`src/hw/rtl/varint_frame_deframer_defines.svh`:
```
// assertion macros for the varint frame deframer
// expects clk and rst in the scope of each use
`ifndef VARINT_FRAME_DEFRAMER_DEFINES_SVH
`define VARINT_FRAME_DEFRAMER_DEFINES_SVH

// condition holds at every edge out of reset
`define VFD_ASSERT_ALWAYS(lbl, cond, msg) \
  lbl: assert property (@(posedge clk) disable iff (rst) (cond)) else $error(msg);

// consequent holds in the same cycle as the antecedent
`define VFD_ASSERT_IMPLY(lbl, ante, cons, msg) \
  lbl: assert property (@(posedge clk) disable iff (rst) (ante) |-> (cons)) else $error(msg);

// consequent holds in the cycle after the antecedent
`define VFD_ASSERT_NEXT(lbl, ante, cons, msg) \
  lbl: assert property (@(posedge clk) disable iff (rst) (ante) |=> (cons)) else $error(msg);

`endif

```
`src/hw/rtl/vfd_pkg.sv`:
```
// shared types and constants for the varint frame deframer
// no dependencies
`timescale 1ns / 1ps

package vfd_pkg;

  localparam int MAX_PAYLOAD = 512;
  localparam int OP_W = 2;
  localparam int KIND_W = 2;
  localparam int LEN_W = 10;
  localparam int ERR_W = 3;
  localparam int CNT_W = 3;
  localparam int TMO_W = 16;
  localparam int ACC_W = 32;

  localparam logic [TMO_W-1:0] TIMEOUT_RESET = 16'd2000;
  localparam logic [7:0] PREAMBLE = 8'h00;
  localparam logic [CNT_W-1:0] VARINT_MAX_BYTES = 3'd5;

  localparam logic [OP_W-1:0] OP_BYTE = 2'd0;
  localparam logic [OP_W-1:0] OP_TICK = 2'd1;
  localparam logic [OP_W-1:0] OP_DROP = 2'd2;

  localparam logic [KIND_W-1:0] KIND_PAYLOAD = 2'd0;
  localparam logic [KIND_W-1:0] KIND_EMPTY = 2'd1;
  localparam logic [KIND_W-1:0] KIND_ERROR = 2'd2;

  localparam logic [ERR_W-1:0] ERR_PREAMBLE = 3'd0;
  localparam logic [ERR_W-1:0] ERR_VARINT_LONG = 3'd1;
  localparam logic [ERR_W-1:0] ERR_LEN_LARGE = 3'd2;
  localparam logic [ERR_W-1:0] ERR_TIMEOUT = 3'd3;
  localparam logic [ERR_W-1:0] ERR_LINK_LOST = 3'd4;

  typedef struct packed {
    logic              valid;
    logic [KIND_W-1:0] kind;
    logic [7:0]        message_type;
    logic [LEN_W-1:0]  frame_length;
    logic [7:0]        data_out;
    logic              last;
    logic [ERR_W-1:0]  error_code;
  } vfd_result_t;

endpackage

```
`src/hw/rtl/vfd_core.sv`:
```
// frame parser state machine and result register
// depends on vfd_pkg and varint_frame_deframer_defines.svh
`timescale 1ns / 1ps
`include "varint_frame_deframer_defines.svh"

module vfd_core import vfd_pkg::*; (
  input  logic             clk,
  input  logic             rst,
  input  logic [TMO_W-1:0] timeout_ticks,
  input  logic             fire,
  input  logic             take,
  input  logic [OP_W-1:0]  op,
  input  logic [7:0]       data_in,
  output vfd_result_t      res
);

  typedef enum logic [1:0] {
    PH_IDLE,
    PH_LEN,
    PH_TYPE,
    PH_DATA
  } phase_t;

  phase_t           phase, phase_next;
  logic [ACC_W-1:0] varint_acc, varint_acc_next;
  logic [CNT_W-1:0] varint_bytes, varint_bytes_next;
  logic [ACC_W-1:0] length_value, length_value_next;
  logic [7:0]       type_value, type_value_next;
  logic [LEN_W-1:0] bytes_left, bytes_left_next;
  logic [TMO_W-1:0] wait_count, wait_count_next;
  vfd_result_t      res_next;

  logic [ACC_W-1:0] acc_part;
  logic [ACC_W-1:0] acc_upd;
  logic [CNT_W-1:0] cnt_inc;
  logic             fin;

  // place the data bits (seven, or four for the fifth group) at the current group position
  always_comb begin
    case (varint_bytes)
      3'd0:    acc_part = {25'b0, data_in[6:0]};
      3'd1:    acc_part = {18'b0, data_in[6:0], 7'b0};
      3'd2:    acc_part = {11'b0, data_in[6:0], 14'b0};
      3'd3:    acc_part = {4'b0, data_in[6:0], 21'b0};
      default: acc_part = {data_in[3:0], 28'b0};
    endcase
  end

  assign acc_upd = varint_acc | acc_part;
  assign cnt_inc = varint_bytes + 3'd1;
  assign fin     = (bytes_left <= LEN_W'(1));

  always_comb begin
    logic             go_idle;
    logic [ERR_W-1:0] err;
    logic             err_hit;

    go_idle           = 1'b0;
    err               = ERR_PREAMBLE;
    err_hit           = 1'b0;
    phase_next        = phase;
    varint_acc_next   = varint_acc;
    varint_bytes_next = varint_bytes;
    length_value_next = length_value;
    type_value_next   = type_value;
    bytes_left_next   = bytes_left;
    wait_count_next   = wait_count;
    res_next          = '0;

    case (op)
      OP_TICK: begin
        if (phase != PH_IDLE) begin
          if (wait_count >= timeout_ticks) begin
            err_hit = 1'b1;
            err     = ERR_TIMEOUT;
          end else begin
            wait_count_next = wait_count + TMO_W'(1);
          end
        end
      end
      OP_DROP: begin
        if (phase != PH_IDLE) begin
          err_hit = 1'b1;
          err     = ERR_LINK_LOST;
        end
      end
      OP_BYTE: begin
        unique case (phase)
          PH_IDLE: begin
            if (data_in != PREAMBLE) begin
              err_hit = 1'b1;
              err     = ERR_PREAMBLE;
            end else begin
              phase_next        = PH_LEN;
              varint_acc_next   = '0;
              varint_bytes_next = '0;
              wait_count_next   = '0;
            end
          end
          PH_LEN, PH_TYPE: begin
            wait_count_next = '0;
            if (data_in[7]) begin
              if (cnt_inc >= VARINT_MAX_BYTES) begin
                err_hit = 1'b1;
                err     = ERR_VARINT_LONG;
              end else begin
                varint_acc_next   = acc_upd;
                varint_bytes_next = cnt_inc;
              end
            end else if (phase == PH_LEN) begin
              length_value_next = acc_upd;
              varint_acc_next   = '0;
              varint_bytes_next = '0;
              phase_next        = PH_TYPE;
            end else begin
              type_value_next   = acc_upd[7:0];
              varint_acc_next   = '0;
              varint_bytes_next = '0;
              if (length_value > ACC_W'(MAX_PAYLOAD)) begin
                err_hit = 1'b1;
                err     = ERR_LEN_LARGE;
              end else if (length_value == '0) begin
                go_idle               = 1'b1;
                res_next.valid        = 1'b1;
                res_next.kind         = KIND_EMPTY;
                res_next.message_type = acc_upd[7:0];
              end else begin
                bytes_left_next = length_value[LEN_W-1:0];
                phase_next      = PH_DATA;
              end
            end
          end
          PH_DATA: begin
            res_next.valid        = 1'b1;
            res_next.kind         = KIND_PAYLOAD;
            res_next.message_type = type_value;
            res_next.frame_length = length_value[LEN_W-1:0];
            res_next.data_out     = data_in;
            res_next.last         = fin;
            if (fin) begin
              go_idle = 1'b1;
            end else begin
              bytes_left_next = bytes_left - LEN_W'(1);
            end
          end
          default: begin
            phase_next = PH_IDLE;
          end
        endcase
      end
      default: begin
      end
    endcase

    if (err_hit) begin
      go_idle             = 1'b1;
      res_next            = '0;
      res_next.valid      = 1'b1;
      res_next.kind       = KIND_ERROR;
      res_next.error_code = err;
    end

    if (go_idle) begin
      phase_next        = PH_IDLE;
      varint_acc_next   = '0;
      varint_bytes_next = '0;
      length_value_next = '0;
      type_value_next   = '0;
      bytes_left_next   = '0;
      wait_count_next   = '0;
    end
  end

  always_ff @(posedge clk) begin
    if (rst) begin
      phase        <= PH_IDLE;
      varint_acc   <= '0;
      varint_bytes <= '0;
      length_value <= '0;
      type_value   <= '0;
      bytes_left   <= '0;
      wait_count   <= '0;
      res.valid    <= 1'b0;
    end else if (fire) begin
      phase        <= phase_next;
      varint_acc   <= varint_acc_next;
      varint_bytes <= varint_bytes_next;
      length_value <= length_value_next;
      type_value   <= type_value_next;
      bytes_left   <= bytes_left_next;
      wait_count   <= wait_count_next;
      res          <= res_next;
    end else if (take) begin
      res.valid <= 1'b0;
    end
  end

  `VFD_ASSERT_ALWAYS(a_varint_count, varint_bytes < VARINT_MAX_BYTES, "varint count overrun")
  `VFD_ASSERT_IMPLY(a_left_clear, phase != PH_DATA, bytes_left == '0, "bytes left outside payload")
  `VFD_ASSERT_IMPLY(a_left_range, phase == PH_DATA,
                    (bytes_left != '0) && (ACC_W'(bytes_left) <= length_value),
                    "bytes left out of range")
  `VFD_ASSERT_IMPLY(a_last_payload, res.valid && res.last, res.kind == KIND_PAYLOAD,
                    "last on non payload item")
  `VFD_ASSERT_NEXT(a_payload_result, fire && (op == OP_BYTE) && (phase == PH_DATA),
                   res.valid, "payload byte without result")

endmodule

```
`config.mk`:
```
export PLATFORM = sky130hd
export DESIGN_NAME = vfd_core
export DESIGN_NICKNAME = d
export VERILOG_FILES = /design/src/hw/rtl/vfd_pkg.sv /design/src/hw/rtl/vfd_core.sv
export VERILOG_INCLUDE_DIRS = /design/src /design/src/hw/rtl
export SDC_FILE = /design/constraint.sdc
export NUM_CORES = 1
export LEC_CHECK = 0
export BUFFER_PORTS_ARGS = -buffer_cell sky130_fd_sc_hd__buf_2
export CAP_MARGIN = 20
export CORE_MARGIN = 4
export CORE_UTILIZATION = 31
export CTS_CLUSTER_SIZE = 24
export DETAILED_ROUTE_END_ITERATION = 6
export MAX_ROUTING_LAYER = met4
export SYNTH_ARGS = -nofsm -noshare
export SYNTH_HDL_FRONTEND = slang
export SYNTH_SLANG_ARGS = --single-unit
```
`constraint.sdc`:
```
create_clock -name clk -period 8.4 [get_ports clk]
set_input_delay 2.1 -clock clk [delete_from_list [all_inputs] [get_ports clk]]
set_output_delay 2.1 -clock clk [all_outputs]
set_load 0.03 [all_outputs]
```
=== Word level (Yosys, flattened, before mapping) ===
Index checks and enable logic that the tools add are counted.

* $add $sub $neg: 3
* Bitwise gates (word level): 4
* Equality and inequality tests: 23
* Reduce and logical (&&, ||, !) cells: 23
* Mux-type cells: 82
* $lt $le $gt $ge: 4

{| class="wikitable"
|+ Operators by type and width
! kind !! number
|-
| $mux 32 || 10
|-
| $pmux 32 s4 || 1
|-
| $mux 10 || 7
|-
| $mux 16 || 4
|-
| $pmux 16 s2 || 2
|-
| $pmux 32 s2 || 1
|-
| $mux 11 || 4
|-
| $mux 8 || 5
|-
| $mux 33 || 1
|-
| $gt 32x10->1 const B || 1
|-
| $logic_not 32->1 || 1
|-
| $or 32x32->32 || 1
|-
| $mux 30 || 1
|-
| $mux 3 || 8
|-
| $ne 3x3->1 const B || 8
|-
| $mux 2 || 11
|-
| $pmux 11 s2 || 1
|-
| $pmux 10 s2 || 1
|-
| $mux 19 || 1
|-
| $mux 1 || 18
|-
| $add 16x1->16 const B || 1
|-
| $ge 16x16->1 || 1
|-
| $ne 4x4->1 const B || 4
|-
| $reduce_and 5->1 || 3
|-
| 27 further kinds || 43
|}

* Bits of input ports: 30
* Register bits: 136
* Output and inout port bits: 33
* Logic and storage cells: 154

=== Depth between registers and ports, before layout ===
* Word-level depth: 11
* Mapped depth: 12
* Gate-level depth less buffers: 11

=== Worst setup path before layout ===
OpenSTA, ideal clock, no wires.

* Path kind: input to register
* From: in timeout_ticks[2]
* To: reg varint_acc[0]
* Data required time: 8,313 ps
* Buffers on the path: 0
* Setup time: 87 ps
* Arrival time: 4,137 ps
* Slack: 4,176 ps
* Stages: 10
* Cell sequence: inv_1 -> ha_1 -> a211o_1 -> a31oi_1 -> o221ai_1 -> a21oi_1 -> o211a_4 -> and3_4 -> nand3_2 -> o31ai_1

* Word-level cells in the longest chain between the ends: 7
* Elaborated cells between the ends (all ways): 11
* Classes of those cells: order compare: 1; eq/ne: 2; mux: 5; reduce/logical: 3

{| class="wikitable"
|+ Ends and longest elaborated chain
! element !! RTL line !! RTL
|-
| from (decl) || vfd_core.sv:9 || <nowiki>input logic [TMO_W-1:0] timeout_ticks,</nowiki>
|-
| $ge 16x16->1 * || vfd_core.sv:73 || <nowiki>if (wait_count >= timeout_ticks) begin</nowiki>
|-
| $mux 1 * || vfd_core.sv:73 ||
|-
| $mux 1 * || vfd_core.sv:72 || <nowiki>if (phase != PH_IDLE) begin</nowiki>
|-
| $pmux 1 s3 * || vfd_core.sv:70 || <nowiki>case (op)</nowiki>
|-
| $mux 1 * || vfd_core.sv:155 || <nowiki>if (err_hit) begin</nowiki>
|-
| $ne 4x4->1 (no line) (tied with other cells) || n/a ||
|-
| $reduce_and 5->1 (no line) || n/a ||
|-
| to (signal assigned) || vfd_core.sv:186 || <nowiki>varint_acc <= varint_acc_next;</nowiki>
|-
| to (decl) || vfd_core.sv:25 || <nowiki>logic [ACC_W-1:0] varint_acc, varint_acc_next;</nowiki>
|}

Mark *: on every way between the ends. The rest lies on a longest branch, timed or not.
A chain may end at the register's enable or synchronous reset.

=== Final worst setup path ===
* From: in timeout_ticks[2]
* To: reg bytes_left[0]

* Word-level cells in the longest chain between the ends: 7
* Elaborated cells between the ends (all ways): 14
* Classes of those cells: order compare: 1; eq/ne: 5; mux: 5; reduce/logical: 3

{| class="wikitable"
|+ Ends and longest elaborated chain
! element !! RTL line !! RTL
|-
| $ge 16x16->1 * || vfd_core.sv:73 ||
|-
| $mux 1 * || vfd_core.sv:73 ||
|-
| $mux 1 * || vfd_core.sv:72 ||
|-
| $pmux 1 s3 * || vfd_core.sv:70 ||
|-
| $mux 1 * || vfd_core.sv:155 ||
|-
| $ne 3x3->1 (no line) (tied with other cells) || n/a ||
|-
| $reduce_and 8->1 (no line) || n/a ||
|-
| to (signal assigned) || vfd_core.sv:190 || <nowiki>bytes_left <= bytes_left_next;</nowiki>
|-
| to (decl) || vfd_core.sv:29 || <nowiki>logic [LEN_W-1:0] bytes_left, bytes_left_next;</nowiki>
|}

Marks and branches as above.

==> flow_metrics.py <==
metrics = {
    "status": {
        "status": "completed",
    },
    "floorplan": {
        "start_util_pct": 31.93,
        "placementRows": 52,
        "dieHeight_um": 153.5,
        "die_x_um": 153.5,
        "core_um2": 20560,
        "die_area_um2": 23570,
        "io_pins": 63,
    },
    "critical_path": {
        "timing.rr.end": "varint_bytes[2]",
        "max_stage_delay_ns": 0.50,
        "cp.required_ns": 8.72,
        "rr_startpoint": "phase[0]",
        "crit_chain": "buf_2 -> inv_1 -> ha_1 -> a211o_1 -> a31oi_1 -> o221ai_1 -> a21oi_1 -> o211a_4 -> and2_1 -> a31oi_1 -> o32ai_1",
        "arrival_ns": 4.80,
        "startpoint_type": "input pin",
        "crit_top_cell": "a31oi_1",
        "critPathMaxFanout": 13,
        "r2r_cells": 8,
        "cp-end-kind": "register",
        "rrSetupSlack_ns": 4.84,
        "cp_num_buf_inv": 2,
        "path_delay_family": "compound AO/OA/AOI/OAI gates",
        "path_class": "input pin to register",
        "critPathSlowestCell": "and2_1",
    },
    "sta": {
        "slew_headroom_pct": 29.53,
        "fin_skew_ns": 0.01886,
        "period_minus_slack_ns": 4.487,
        "worst_slack_ns": 3.913,
        "layout_worst_path_cycle_share_pct": 53.41,
        "setup_tns_ns": 0,
        "setup_viol": 0,
        "slew_violations": 0,
        "fmax_mhz": 222.9,
        "worst_slew_pin_slew_ns": 1.055,
        "hold_violations": 0,
        "rsz0062_at_grt": "false",
    },
    "layout": {
        "nets": 805,
        "stdcell_count": 1030,
        "post-route-util_pct": 36.73,
        "postLayoutCellArea_um2": 7551,
        "fillers": 2100,
        "drive_above_1_share_pct": 16.47,
        "areaGrowthSynthToFinish_pct": 15.04,
    },
    "clock_tree": {
        "worstSkewPairLatency_ns": 0.43,
        "post-cts-setup-buffers": 0,
        "numCtsBuffers": 17,
        "cts_root_buffer": "clkbuf_16",
        "postCtsHoldBufs": 0,
        "cts_sinks": 136,
        "h-tree-depth": 4,
        "post_cts_resized": 0,
        "path_clk_slew_ns": 0.06,
        "clockBufferDepth": 2,
        "cts_tree": "done",
    },
    "power": {
        "vdd_drop_max_uv": 116.1,
        "powerDensity_nw_per_um2": 187.7,
        "p_leak_nw": 2.778,
    },
    "synthesis": {
        "avgSynthCellArea_um2": 9.324,
        "synth_warnings": 0,
        "synth.net_count": 763,
        "synth_top_area_share_pct": 31.72,
        "ys_ff_latch": 136,
        "ys_seq_area_share_pct": 46.36,
        "synthTopCellsByArea": "dfxtp_1 (32%), edfxtp_1 (15%), a21oi_1 (6.0%)",
        "ys.flop_type": "dfxtp_1",
        "synth_edf_count": 32,
        "synth.distinct_cells": 62,
        "synthCells": 704,
        "yosysTopAreaCell": "dfxtp_1",
        "netlist_area_um2": 6564,
        "postSynth.asyncResetShare_pct": 0,
    },
    "global_routing": {
        "grt_first_pass_wirelength_um": 26540,
        "grt_remaining_overflow": 0,
        "antenna_found_initial": 1,
        "grt_pass1_vias": 5125,
        "grt_max_degree": 52,
        "track_usage_pct": 14.20,
    },
    "placed_design": {
        "place_congestion": 0.8488,
        "numPortBuffers": 62,
        "placed_area_um2": 7008,
        "dpl.hpwl_um": 10810,
        "dpl.cell_count": 996,
        "place_ws_ns": 3.285,
    },
    "drt": {
        "drc": 0,
        "viasPerCell": 5.236,
        "drt-initial-drc-count": 291,
        "num_vias": 5393,
        "drt-pass1-iter-count": 5,
        "wirelength_um": 16120,
        "ant_nets": 0,
        "drt-wirelength-per-cell_um": 15.65,
    },
    "min_path": {
        "hold_end": "length_value[19]",
        "whs_path_depth": 1,
        "min_from": "length_value[19]",
        "holdCritPathClass": "register to register",
    },
    "job": {
        "maxCapViolCount": 0,
    },
}
where the power goes:
| group | switching, mW | internal, mW |
|---|---|---|
| sequential | 0.00138 | 0.673 |
| combinational | 0.0533 | 0.0183 |
| clock | 0.285 | 0.386 |
| total | 0.340 | 1.08 |
kinds of logic (layout without fill, tap and decap cells):
family                   after synthesis  after routing  synth area share, %
AO/OA/AOI/OAI                        214            214                22.65
multiplexers                           1              1               0.1525
buffers and inverters                 76            131                5.509
XOR/XNOR                               5              5               0.6671
AND/OR/NAND/NOR                      243            243                19.14
other                                  0              1                    0
adder cells (fa/ha/maj)               29             29                5.528
flip-flops                           136            136                46.36
metrics by stage:
stage | hold WS (ns) | power [mW]
6_report | 0.4560 | 1.417
5_1_grt | 0.4833 | 1.468
4_1_cts | 0.4611 | 1.431
3_5_place_dp | 0.4419 | 0.7601
3_3_place_gp | 0.4423 | 0.7590
2_1_floorplan | 0.4239 | 0.7366
cell usage in the layout (no fill, tap or decap), types with 5 or more instances in the layout:
| master | Yosys | layout |
|---|---|---|
| nor4_1 | 10 | 10 |
| a31oi_1 | 38 | 38 |
| o2111ai_1 | 8 | 8 |
| nand2_1 | 58 | 58 |
| and3_1 | 17 | 17 |
| o2bb2ai_2 | 5 | 5 |
| nor3_1 | 27 | 27 |
| nor2b_1 | 15 | 14 |
| buf_2 | 4 | 63 |
| a21oi_1 | 79 | 79 |
| dfxtp_1 | 104 | 104 |
| clkbuf_16 | 0 | 17 |
| o2bb2ai_1 | 35 | 35 |
| or3_1 | 8 | 8 |
| o31ai_1 | 10 | 10 |
| nand3_1 | 22 | 22 |
| or2_2 | 6 | 6 |
| inv_1 | 30 | 30 |
| edfxtp_1 | 32 | 32 |
| ha_1 | 29 | 29 |
| o21ai_0 | 10 | 10 |
| buf_4 | 5 | 5 |
| nor2_1 | 54 | 54 |
cell usage after synthesis, types with 2 or more instances:
master     instances
o21ai_2            2
nand2b_1           4
or2_2              6
a31oi_1           38
inv_1             30
nor2b_1           15
o2bb2ai_2          5
and3_1            17
a21oi_1           79
nand3_1           22
clkbuf_1          29
nor3_1            27
or4_1              4
nand2_1           58
o32a_1             2
o2111ai_1          8
or3_1              8
nand4_1            3
buf_4              5
buf_2              4
o21bai_1           2
a211oi_1           3
o32ai_1            4
nand3_4            2
buf_6              7
xnor2_1            4
and2_1             3
o31ai_1           10
nor4_1            10
o21ai_1            2
o21ai_0           10
edfxtp_1          32
ha_1              29
dfxtp_1          104
o2bb2ai_1         35
nor2_1            54
a21o_1             2
worst max path at each step:
| stage | from | to | cells past startpoint |
|---|---|---|---|
| after floorplan | timeout_ticks[2] | varint_acc[0] | 10 |
| after global placement | timeout_ticks[5] | varint_acc[25] | 11 |
| after detailed placement | timeout_ticks[5] | varint_acc[28] | 11 |
| after CTS | timeout_ticks[5] | varint_acc[10] | 11 |
| after global routing | timeout_ticks[2] | wait_count[8] | 11 |
| final | timeout_ticks[2] | bytes_left[0] | 11 |
final cells by class:
cell class                      instances  area (um2)  share of cell area [%]
Multi-Input combinational cell        492        3162                   41.87
Sequential cell                       136        3043                   40.30
Clock buffer                           22       454.2                   6.015
Timing Repair Buffer                   69       367.9                   4.872
Tap cell                              270       337.8                   4.474
Inverter                               30       112.6                   1.491
Clock inverter                         10       71.32                  0.9445
Antenna cell                            1       2.502                 0.03314
registers in the layout, summed over array words and instances, names as in the netlist:
| signal | cells |
|---|---|
| varint_acc | 32 |
| res | 33 |
| type_value | 8 |
| bytes_left | 10 |
| varint_bytes | 3 |
| length_value | 32 |
| phase | 2 |
| wait_count | 16 |
metal layers:
metal,vias up,global-route usage [%],routed length [um]
li1,2702,-,-
met1,2546,17.82,7654
met2,122,22.27,7475
met3,23,3.598,731
met4,0,5.130,261
met5,-,-,0
(Power assumes the default switching activity.)
